[src/hw/rtl/greg_pkg.sv]
// ---------------------------------------------------------------------------
// greg_pkg
// shared types and constants of the gamepad report event generator
// ---------------------------------------------------------------------------
package greg_pkg;

    localparam int NUM_SLOTS = 16;

    // reset values of the stick registers
    localparam logic [7:0] CENTER_RESET   = 8'h7F;
    localparam logic [6:0] DEADBAND_RESET = 7'h25;
    localparam logic [2:0] CODE_LEFT_RESET  = 3'd6;
    localparam logic [2:0] CODE_RIGHT_RESET = 3'd2;
    localparam logic [2:0] CODE_UP_RESET    = 3'd0;
    localparam logic [2:0] CODE_DOWN_RESET  = 3'd4;

    // event slot positions inside one report
    localparam int SLOT_START    = 0;
    localparam int SLOT_FACE     = 2;
    localparam int SLOT_SHOULDER = 6;
    localparam int SLOT_HAT_REL  = 10;
    localparam int SLOT_HAT_PRS  = 11;
    localparam int SLOT_AXIS     = 12;

    // first button numbers of each group
    localparam int CODE_START    = 9;
    localparam int CODE_FACE     = 1;
    localparam int CODE_SHOULDER = 5;

    typedef enum logic [1:0] {
        KIND_BTN_DOWN = 2'd0,
        KIND_BTN_UP   = 2'd1,
        KIND_DIR_DOWN = 2'd2,
        KIND_DIR_UP   = 2'd3
    } ev_kind_t;

    typedef enum logic [2:0] {
        CFG_CENTER     = 3'd0,
        CFG_DEADBAND   = 3'd1,
        CFG_CODE_LEFT  = 3'd2,
        CFG_CODE_RIGHT = 3'd3,
        CFG_CODE_UP    = 3'd4,
        CFG_CODE_DOWN  = 3'd5
    } cfg_idx_t;

    typedef struct packed {
        logic [7:0] center;
        logic [6:0] deadband;
        logic [2:0] code_left;
        logic [2:0] code_right;
        logic [2:0] code_up;
        logic [2:0] code_down;
    } cfg_t;

    typedef struct packed {
        ev_kind_t   kind;
        logic [3:0] code;
    } ev_t;

    // one classified report: a mask of live slots and each slot's event
    typedef struct packed {
        logic [NUM_SLOTS-1:0]      mask;
        ev_t  [NUM_SLOTS-1:0]      ev;
    } job_t;

endpackage

[src/hw/rtl/greg_front.sv]
// ---------------------------------------------------------------------------
// greg_front
// compares a report with the previous one and builds its event slots
// ---------------------------------------------------------------------------
module greg_front
(
    input  logic                 clk,
    input  logic                 rst_n,
    input  greg_pkg::cfg_t       cfg,
    input  logic                 accept,
    input  logic [7:0]           axis_x,
    input  logic [7:0]           axis_y,
    input  logic [3:0]           hat_value,
    input  logic [3:0]           face_bits,
    input  logic [3:0]           shoulder_bits,
    input  logic [1:0]           start_bits,
    output greg_pkg::job_t       job,
    output logic                 job_push
);

    logic [1:0] prev_start_reg;
    logic [3:0] prev_face_reg;
    logic [3:0] prev_shoulder_reg;
    logic [3:0] prev_hat_reg;
    logic       prev_hat_vld_reg;
    logic [3:0] latch_reg;
    logic [3:0] latch_next;

    logic              hat_diff;
    logic [7:0]        axis_val [2];
    logic [2:0]        code_lo  [2];
    logic [2:0]        code_hi  [2];
    logic signed [9:0] lo_bound;
    logic signed [9:0] hi_bound;
    logic [1:0]        below;
    logic [1:0]        above;

    assign axis_val[0] = axis_x;
    assign axis_val[1] = axis_y;
    assign code_lo[0]  = cfg.code_left;
    assign code_hi[0]  = cfg.code_right;
    assign code_lo[1]  = cfg.code_up;
    assign code_hi[1]  = cfg.code_down;

    // signed bounds, so a zone edge past 0 or 255 never triggers
    assign lo_bound = $signed({2'b00, cfg.center}) - $signed({3'b000, cfg.deadband});
    assign hi_bound = $signed({2'b00, cfg.center}) + $signed({3'b000, cfg.deadband});

    assign hat_diff = !prev_hat_vld_reg || (prev_hat_reg != hat_value);

    always_comb
    begin
        job        = '0;
        latch_next = latch_reg;
        below      = '0;
        above      = '0;

        for (int i = 0; i < 2; i++)
        begin
            job.mask[greg_pkg::SLOT_START + i] = start_bits[i] ^ prev_start_reg[i];
            job.ev[greg_pkg::SLOT_START + i].kind =
                start_bits[i] ? greg_pkg::KIND_BTN_DOWN : greg_pkg::KIND_BTN_UP;
            job.ev[greg_pkg::SLOT_START + i].code = 4'(greg_pkg::CODE_START + i);
        end

        for (int i = 0; i < 4; i++)
        begin
            job.mask[greg_pkg::SLOT_FACE + i] = face_bits[i] ^ prev_face_reg[i];
            job.ev[greg_pkg::SLOT_FACE + i].kind =
                face_bits[i] ? greg_pkg::KIND_BTN_DOWN : greg_pkg::KIND_BTN_UP;
            job.ev[greg_pkg::SLOT_FACE + i].code = 4'(greg_pkg::CODE_FACE + i);

            job.mask[greg_pkg::SLOT_SHOULDER + i] = shoulder_bits[i] ^ prev_shoulder_reg[i];
            job.ev[greg_pkg::SLOT_SHOULDER + i].kind =
                shoulder_bits[i] ? greg_pkg::KIND_BTN_DOWN : greg_pkg::KIND_BTN_UP;
            job.ev[greg_pkg::SLOT_SHOULDER + i].code = 4'(greg_pkg::CODE_SHOULDER + i);
        end

        // hat: only directions 0-7 give events
        job.mask[greg_pkg::SLOT_HAT_REL] = hat_diff && prev_hat_vld_reg && !prev_hat_reg[3];
        job.ev[greg_pkg::SLOT_HAT_REL].kind = greg_pkg::KIND_DIR_UP;
        job.ev[greg_pkg::SLOT_HAT_REL].code = {1'b0, prev_hat_reg[2:0]};
        job.mask[greg_pkg::SLOT_HAT_PRS] = hat_diff && !hat_value[3];
        job.ev[greg_pkg::SLOT_HAT_PRS].kind = greg_pkg::KIND_DIR_DOWN;
        job.ev[greg_pkg::SLOT_HAT_PRS].code = {1'b0, hat_value[2:0]};

        for (int a = 0; a < 2; a++)
        begin
            below[a] = $signed({2'b00, axis_val[a]}) < lo_bound;
            above[a] = $signed({2'b00, axis_val[a]}) > hi_bound;

            job.mask[greg_pkg::SLOT_AXIS + 2*a] =
                (below[a] && !latch_reg[2*a]) || (!below[a] && !above[a] && latch_reg[2*a]);
            job.ev[greg_pkg::SLOT_AXIS + 2*a].kind =
                below[a] ? greg_pkg::KIND_DIR_DOWN : greg_pkg::KIND_DIR_UP;
            job.ev[greg_pkg::SLOT_AXIS + 2*a].code = {1'b0, code_lo[a]};

            job.mask[greg_pkg::SLOT_AXIS + 2*a + 1] =
                (above[a] && !latch_reg[2*a+1]) ||
                (!below[a] && !above[a] && latch_reg[2*a+1]);
            job.ev[greg_pkg::SLOT_AXIS + 2*a + 1].kind =
                above[a] ? greg_pkg::KIND_DIR_DOWN : greg_pkg::KIND_DIR_UP;
            job.ev[greg_pkg::SLOT_AXIS + 2*a + 1].code = {1'b0, code_hi[a]};

            // opposite latch is kept while the stick is out of the zone
            latch_next[2*a]   = below[a] || (above[a] && latch_reg[2*a]);
            latch_next[2*a+1] = above[a] || (below[a] && latch_reg[2*a+1]);
        end
    end

    assign job_push = accept && (|job.mask);

    always_ff @(posedge clk or negedge rst_n)
    begin
        if (!rst_n)
        begin
            prev_start_reg    <= '0;
            prev_face_reg     <= '0;
            prev_shoulder_reg <= '0;
            prev_hat_reg      <= '0;
            prev_hat_vld_reg  <= 1'b0;
            latch_reg         <= '0;
        end
        else if (accept)
        begin
            prev_start_reg    <= start_bits;
            prev_face_reg     <= face_bits;
            prev_shoulder_reg <= shoulder_bits;
            prev_hat_reg      <= hat_value;
            prev_hat_vld_reg  <= 1'b1;
            latch_reg         <= latch_next;
        end
    end

endmodule

[src/hw/rtl/greg_job_queue.sv]
// ---------------------------------------------------------------------------
// greg_job_queue
// two-entry queue of classified reports between front and back
// ---------------------------------------------------------------------------
module greg_job_queue
(
    input  logic           clk,
    input  logic           rst_n,
    input  logic           wr_en,
    input  greg_pkg::job_t wr_job,
    output logic           full,
    input  logic           rd_en,
    output greg_pkg::job_t rd_job,
    output logic           nonempty
);

    greg_pkg::job_t mem_reg [2];
    logic       wr_ptr_reg;
    logic       rd_ptr_reg;
    logic [1:0] cnt_reg;
    logic [1:0] cnt_next;

    assign full     = (cnt_reg == 2'd2);
    assign nonempty = (cnt_reg != 2'd0);
    assign rd_job   = mem_reg[rd_ptr_reg];

    always_comb
    begin
        cnt_next = cnt_reg;
        if (wr_en && !rd_en)
        begin
            cnt_next = cnt_reg + 2'd1;
        end
        else if (!wr_en && rd_en)
        begin
            cnt_next = cnt_reg - 2'd1;
        end
    end

    always_ff @(posedge clk)
    begin
        if (wr_en)
        begin
            mem_reg[wr_ptr_reg] <= wr_job;
        end
    end

    always_ff @(posedge clk or negedge rst_n)
    begin
        if (!rst_n)
        begin
            wr_ptr_reg <= 1'b0;
            rd_ptr_reg <= 1'b0;
            cnt_reg    <= '0;
        end
        else
        begin
            if (wr_en)
            begin
                wr_ptr_reg <= !wr_ptr_reg;
            end
            if (rd_en)
            begin
                rd_ptr_reg <= !rd_ptr_reg;
            end
            cnt_reg <= cnt_next;
        end
    end

endmodule

[src/hw/rtl/greg_back.sv]
// ---------------------------------------------------------------------------
// greg_back
// drains a report's live slots in order, one word per cycle if output has room
// ---------------------------------------------------------------------------
module greg_back
(
    input  logic           clk,
    input  logic           rst_n,
    input  greg_pkg::job_t q_job,
    input  logic           q_valid,
    output logic           q_pop,
    output logic [1:0]     event_kind,
    output logic [3:0]     event_code,
    output logic           last_event,
    output logic           empty,
    input  logic           pop
);

    typedef struct packed {
        greg_pkg::ev_t ev;
        logic          last;
    } out_word_t;

    logic [greg_pkg::NUM_SLOTS-1:0] cur_mask_reg;
    greg_pkg::ev_t [greg_pkg::NUM_SLOTS-1:0] cur_ev_reg;
    logic       cur_vld_reg;

    out_word_t  out_mem_reg [2];
    logic       out_wr_ptr_reg;
    logic       out_rd_ptr_reg;
    logic [1:0] out_cnt_reg;
    logic [1:0] out_cnt_next;

    logic [3:0]                     sel_idx;
    logic [greg_pkg::NUM_SLOTS-1:0] rest;
    logic       emit;
    logic       done;
    logic       load;
    logic       rd;
    out_word_t  head;

    // lowest live slot goes first
    always_comb
    begin
        sel_idx = '0;
        for (int i = greg_pkg::NUM_SLOTS - 1; i >= 0; i--)
        begin
            if (cur_mask_reg[i])
            begin
                sel_idx = 4'(i);
            end
        end
    end

    assign rest  = cur_mask_reg & ~(16'b1 << sel_idx);
    assign emit  = cur_vld_reg && (out_cnt_reg != 2'd2);
    assign done  = emit && (rest == '0);
    assign load  = q_valid && (!cur_vld_reg || done);
    assign q_pop = load;
    assign rd    = pop && !empty;

    always_comb
    begin
        out_cnt_next = out_cnt_reg;
        if (emit && !rd)
        begin
            out_cnt_next = out_cnt_reg + 2'd1;
        end
        else if (!emit && rd)
        begin
            out_cnt_next = out_cnt_reg - 2'd1;
        end
    end

    always_ff @(posedge clk)
    begin
        if (load)
        begin
            cur_ev_reg <= q_job.ev;
        end
        if (emit)
        begin
            out_mem_reg[out_wr_ptr_reg] <= '{ev: cur_ev_reg[sel_idx], last: (rest == '0)};
        end
    end

    always_ff @(posedge clk or negedge rst_n)
    begin
        if (!rst_n)
        begin
            cur_mask_reg   <= '0;
            cur_vld_reg    <= 1'b0;
            out_wr_ptr_reg <= 1'b0;
            out_rd_ptr_reg <= 1'b0;
            out_cnt_reg    <= '0;
        end
        else
        begin
            if (load)
            begin
                cur_mask_reg <= q_job.mask;
                cur_vld_reg  <= 1'b1;
            end
            else if (emit)
            begin
                cur_mask_reg <= rest;
                cur_vld_reg  <= !done;
            end
            if (emit)
            begin
                out_wr_ptr_reg <= !out_wr_ptr_reg;
            end
            if (rd)
            begin
                out_rd_ptr_reg <= !out_rd_ptr_reg;
            end
            out_cnt_reg <= out_cnt_next;
        end
    end

    assign head       = out_mem_reg[out_rd_ptr_reg];
    assign empty      = (out_cnt_reg == 2'd0);
    assign event_kind = head.ev.kind;
    assign event_code = head.ev.code;
    assign last_event = head.last;

endmodule

[src/hw/rtl/gamepad_report_event_generator_unit.sv]
// a report's first event passes the job queue, current slot registers and output buffer
// throughput: reports are taken every cycle while the two-entry job queue has room
// the back end drains one event word per cycle while the output buffer has room
// reports that change nothing are absorbed in the push cycle and take no back end time
// reset: async, clears button, hat and stick history and both queues, loads register defaults
// ---------------------------------------------------------------------------
// gamepad_report_event_generator_unit
// turns gamepad reports into ordered press, release, hat and stick direction words
// ---------------------------------------------------------------------------
module gamepad_report_event_generator_unit
(
    input  logic       clk,
    input  logic       rst_n,

    // report side
    input  logic       push,
    output logic       full,
    input  logic [7:0] axis_x,
    input  logic [7:0] axis_y,
    input  logic [3:0] hat_value,
    input  logic [3:0] face_bits,
    input  logic [3:0] shoulder_bits,
    input  logic [1:0] start_bits,

    // event side
    output logic       empty,
    input  logic       pop,
    output logic [1:0] event_kind,
    output logic [3:0] event_code,
    output logic       last_event,

    // register writes
    input  logic       cfg_valid,
    output logic       cfg_ready,
    input  logic [2:0] cfg_index,
    input  logic [7:0] cfg_data
);

    greg_pkg::cfg_t cfg_reg;
    greg_pkg::job_t front_job;
    greg_pkg::job_t q_job;
    logic           front_push;
    logic           accept;
    logic           q_valid;
    logic           q_pop;

    // register writes are always accepted, cfg_ready is tied high
    assign cfg_ready = 1'b1;

    always_ff @(posedge clk or negedge rst_n)
    begin
        if (!rst_n)
        begin
            cfg_reg.center     <= greg_pkg::CENTER_RESET;
            cfg_reg.deadband   <= greg_pkg::DEADBAND_RESET;
            cfg_reg.code_left  <= greg_pkg::CODE_LEFT_RESET;
            cfg_reg.code_right <= greg_pkg::CODE_RIGHT_RESET;
            cfg_reg.code_up    <= greg_pkg::CODE_UP_RESET;
            cfg_reg.code_down  <= greg_pkg::CODE_DOWN_RESET;
        end
        else if (cfg_valid && cfg_ready)
        begin
            case (greg_pkg::cfg_idx_t'(cfg_index))
                greg_pkg::CFG_CENTER:     cfg_reg.center     <= cfg_data;
                greg_pkg::CFG_DEADBAND:   cfg_reg.deadband   <= cfg_data[6:0];
                greg_pkg::CFG_CODE_LEFT:  cfg_reg.code_left  <= cfg_data[2:0];
                greg_pkg::CFG_CODE_RIGHT: cfg_reg.code_right <= cfg_data[2:0];
                greg_pkg::CFG_CODE_UP:    cfg_reg.code_up    <= cfg_data[2:0];
                greg_pkg::CFG_CODE_DOWN:  cfg_reg.code_down  <= cfg_data[2:0];
                default:
                begin
                    // unmapped index, write is dropped
                end
            endcase
        end
    end

    // a report is taken whenever the job queue can hold its result
    assign accept = push && !full;

    // front: history compare and slot build
    greg_front u_front
    (
        .clk           (clk),
        .rst_n         (rst_n),
        .cfg           (cfg_reg),
        .accept        (accept),
        .axis_x        (axis_x),
        .axis_y        (axis_y),
        .hat_value     (hat_value),
        .face_bits     (face_bits),
        .shoulder_bits (shoulder_bits),
        .start_bits    (start_bits),
        .job           (front_job),
        .job_push      (front_push)
    );

    // queue between front and back
    greg_job_queue u_queue
    (
        .clk      (clk),
        .rst_n    (rst_n),
        .wr_en    (front_push),
        .wr_job   (front_job),
        .full     (full),
        .rd_en    (q_pop),
        .rd_job   (q_job),
        .nonempty (q_valid)
    );

    // back: slot drain and output buffer
    greg_back u_back
    (
        .clk        (clk),
        .rst_n      (rst_n),
        .q_job      (q_job),
        .q_valid    (q_valid),
        .q_pop      (q_pop),
        .event_kind (event_kind),
        .event_code (event_code),
        .last_event (last_event),
        .empty      (empty),
        .pop        (pop)
    );

endmodule

[config.mk]
export PLATFORM = sky130hd
export DESIGN_NAME = gamepad_report_event_generator_unit
export DESIGN_NICKNAME = d
export VERILOG_FILES = /design/src/hw/rtl/greg_pkg.sv /design/src/hw/rtl/greg_front.sv /design/src/hw/rtl/greg_job_queue.sv /design/src/hw/rtl/greg_back.sv /design/src/hw/rtl/gamepad_report_event_generator_unit.sv
export SDC_FILE = /design/constraint.sdc
export NUM_CORES = 1
export LEC_CHECK = 0
export BUFFER_PORTS_ARGS = -buffer_cell sky130_fd_sc_hd__buf_4
export CORE_UTILIZATION = 50
export DETAILED_ROUTE_END_ITERATION = 16
export PLACE_DENSITY = 0.78
export SLEW_MARGIN = 20
export SYNTH_ARGS = -nofsm -noshare
export SYNTH_HDL_FRONTEND = slang
export SYNTH_SLANG_ARGS = --single-unit
[constraint.sdc]
create_clock -name clk -period 5.95 [get_ports clk]
set_input_delay 0.2975 -clock clk [delete_from_list [all_inputs] [get_ports clk]]
set_output_delay 0.2975 -clock clk [all_outputs]
set_load 0.005 [all_outputs]
==> metrics.yaml <==
logic_synthesis:
  synth_edf_count: 142
  synthTopCellsByArea: "edfxtp_1 (42%), dfrtp_1 (14%), mux2_2 (7.1%)"
  synthFlopType: "edfxtp_1"
  syn-num-nets: 896
  netlist_area_um2: 10100
  synth_top_cell_area_share: 0.420
  ys_seq_area_frac: 0.597
  syn_inst: 795
  synth.avg_cell_area_um2: 12.8
  yosys_warnings: 0
  async_reset_ff_frac: 0.333
  synth_area_leader_cell: "edfxtp_1"
  ys_ff_latch: 213
  ys_types: 57
clock_network:
  clock-root-buffer: "clkbuf_16"
  clk_path_buf_depth: 3
  clkLatencyLatePin_ns: 0.51
  clock-sinks: 213
  cts_tree: "yes"
  cts_buffers: 22
  ctsHtreeMaxLevel: 1
  clkTransAtPathRegs_ns: 0.06
finish:
  final_cell_area_um2: 11600
  seq_area_um2: 6060
  final_util: 0.591
  final_cell_mix: "edfxtp_1 (142), o21ai_0 (70), mux2_2 (64), nand2_1 (64), buf_4 (60)"
  largest_reg_flops: 96
  final_common_cell: "edfxtp_1"
  n_fill_cell: 1587
  drive_gt1_frac: 0.212
  areaGrowthSynthToFinish_pct: 14.6
  nets: 956
  diodes: 0
  multi_input_area_um2: 3810
global_routing:
  grt_pass1_vias: 6234
  antenna_found_initial: 0
  grt_max_degree: 72
  track_usage: 0.201
  grt_pass1_wl_um: 31900
  grt.overflow.total: 0
drt:
  avgViaCountPerCell: 5.53
  dr.pass1.iters: 4
  final_antenna_net_count: 0
  wirelength_um: 19800
  drtIter0Drc: 401
  num_vias: 6282
  top_layer_used: "met4"
  route.met3.wl_um: 906
  drt-wirelength-per-cell_um: 17.4
  wl_met2_um: 9900
  drc: 0
  met1_length_um: 8330
floorplanning:
  fp.dieArea_um2: 20900
  fp-row-count: 51
  fp.coreArea_um2: 19700
  io-pin-count: 56
  die_h_um: 144
  die_w_um: 144
  initial_utilization: 0.516
min_path:
  min_path_type: "primary input to flop"
setup_path:
  crit_path_start_kind: "flop"
  worstSetupStartpoint: "cfg_reg[20]$_DFFE_PN1P_"
  slowest_delay_ns: 0.71
  critPathArrivalTime_ns: 5.32
  worst_setup_path_end_kind: "flop"
  ff2ff_path_depth: 17
  critical_path.endpoint: "u_queue.mem_reg[1][44]$_DFFE_PP_"
  r2r_setup_slack_ns: 0.80
  crit_slowest_cell: "and2_2"
  r2r_end: "u_queue.mem_reg[1][44]$_DFFE_PP_"
  cp_max_fo: 30
  critical_path_class: "flop to flop"
  cp_cell_sequence: "ha_1 -> nor2b_1 -> o21ai_0 -> a21oi_1 -> o21ai_0 -> nand2b_1 -> a21o_1 -> a21oi_1 -> xnor2_1 -> ha_1 -> o2111ai_1 -> a21oi_1 -> or4_1 -> mux2i_1 -> o31a_1 -> and2_2 -> buf_4"
  cp_common_cell: "a21oi_1"
  required_ns: 6.13
  reg2reg_from: "cfg_reg[20]$_DFFE_PN1P_"
sta:
  final.setup.tns_ns: 0
  fmax_ghz: 0.194
  slew_violations: 0
  relSlewSlack: 0.353
  worst_clock_skew_ns: 0.0143
  fin_crit_sh: 0.865
  rsz0062_at_grt: "no"
  timing_hold_violations_final: 0
  post-route-min-period_ns: 5.15
  setup_viol_count_final: 0
  tightest_slew_ns: 0.969
power_and_ir_drop:
  p_leak_nw: 4.67
  ir_drop_mv: 0.248
  power_density_nw_per_um2: 567
placed_design:
  dpl.hpwl_um: 13800
  dpl_cell_area_um2: 10800
  port_buffers: 54
  gp_congestion: 0.848
outcome:
  status: "completed"
job:
  cap_violations: 0
-- layout make-up --
cell class	count	share of cell area
clock buffers	34	0.0583
flip-flops and latches	213	0.521
inverters	45	0.0145
clock inverters	6	0.00732
multi-input cells	510	0.328
repair buffers	63	0.0422
well taps	265	0.0285
-- worst min path at each step --
| stage | start | slack, ns | end | cells past startpoint |
|---|---|---|---|---|
| after global routing | hat_value[0] | 0.004 | u_queue.mem_reg[1][13]$_DFFE_PP_ | 1 |
| after detailed placement | u_front.prev_hat_reg[3]$_DFFE_PN0P_ | 0.45 | u_front.prev_hat_reg[3]$_DFFE_PN0P_ | 2 |
| after CTS | hat_value[0] | 0.0008 | u_queue.mem_reg[0][13]$_DFFE_PP_ | 1 |
| final | hat_value[0] | 0.01 | u_queue.mem_reg[1][13]$_DFFE_PP_ | 1 |
| after floorplan | rst_n | 0.002 | cfg_reg[0]$_DFFE_PN0P_ | 0 |
| after global placement | u_front.prev_hat_reg[3]$_DFFE_PN0P_ | 0.45 | u_front.prev_hat_reg[3]$_DFFE_PN0P_ | 2 |
-- through the flow --
stage	setup WS, ns	hold slack [ns]	std cells	power (mW)
floorplan	0.897	0.00191	795	4.42
global placement	0.965	0.449	1094	5.08
detailed placement	0.840	0.454	1094	5.18
CTS	0.783	0.000838	1136	6.62
global route	0.435	0.00375	1136	7.02
finish	0.803	0.0116	1136	6.59
-- synthesized netlist by cell type, types with 15 or more instances --
cell type,count
xnor2_1,17
inv_1,44
a21oi_1,33
mux2i_1,26
o21ai_0,70
edfxtp_1,142
mux2_2,64
clkbuf_1,15
nand2_1,64
ha_1,53
nor2_1,45
xor2_1,16
dfrtp_1,57
-- what timing repair did --
action,in CTS,in global routing
hold buffers,2,0
endpoints found under the hold margin,33,0
buffers inserted,0,0
endpoints found under the setup margin,0,0
resized for setup,0,0
-- routing by layer --
metal  GRT usage  up-vias
met2       0.352      166
met3      0.0331       41
met5           0        -
li1            -     3010
met4      0.0787        0
met1       0.248     3065
-- cell families (layout without fill, tap and decap cells) --
kind of cell | Yosys count | count (layout) | share of synthesized area
buf+inv | 72 | 148 | 0.0284
simple gates | 167 | 167 | 0.0782
mux | 90 | 90 | 0.0967
flops | 213 | 213 | 0.597
fa+ha+maj | 55 | 55 | 0.0693
xor+xnor | 33 | 33 | 0.0285
other cells | 1 | 1 | 0.000370
compound gates | 164 | 164 | 0.101
-- worst max-delay path, delay by kind of cell, from the launching register on --
family,cells,cell delay [ns]
xor gates and xnor gates,1,0.18
AOI/OAI and AO/OA,8,1.29
adders and majority gates,2,0.54
and+or+nand+nor,4,1.53
buffers and inverters,1,0.41
DFF,1,0.59
muxes,1,0.28
-- where the power goes --
| part | switching, mW | internal [mW] |
|---|---|---|
| Sequential | 0.248 | 2.31 |
| Combinational | 1.56 | 1.06 |
| Clock | 0.545 | 0.873 |
| Total | 2.35 | 4.24 |
(Power assumes the default switching activity.)
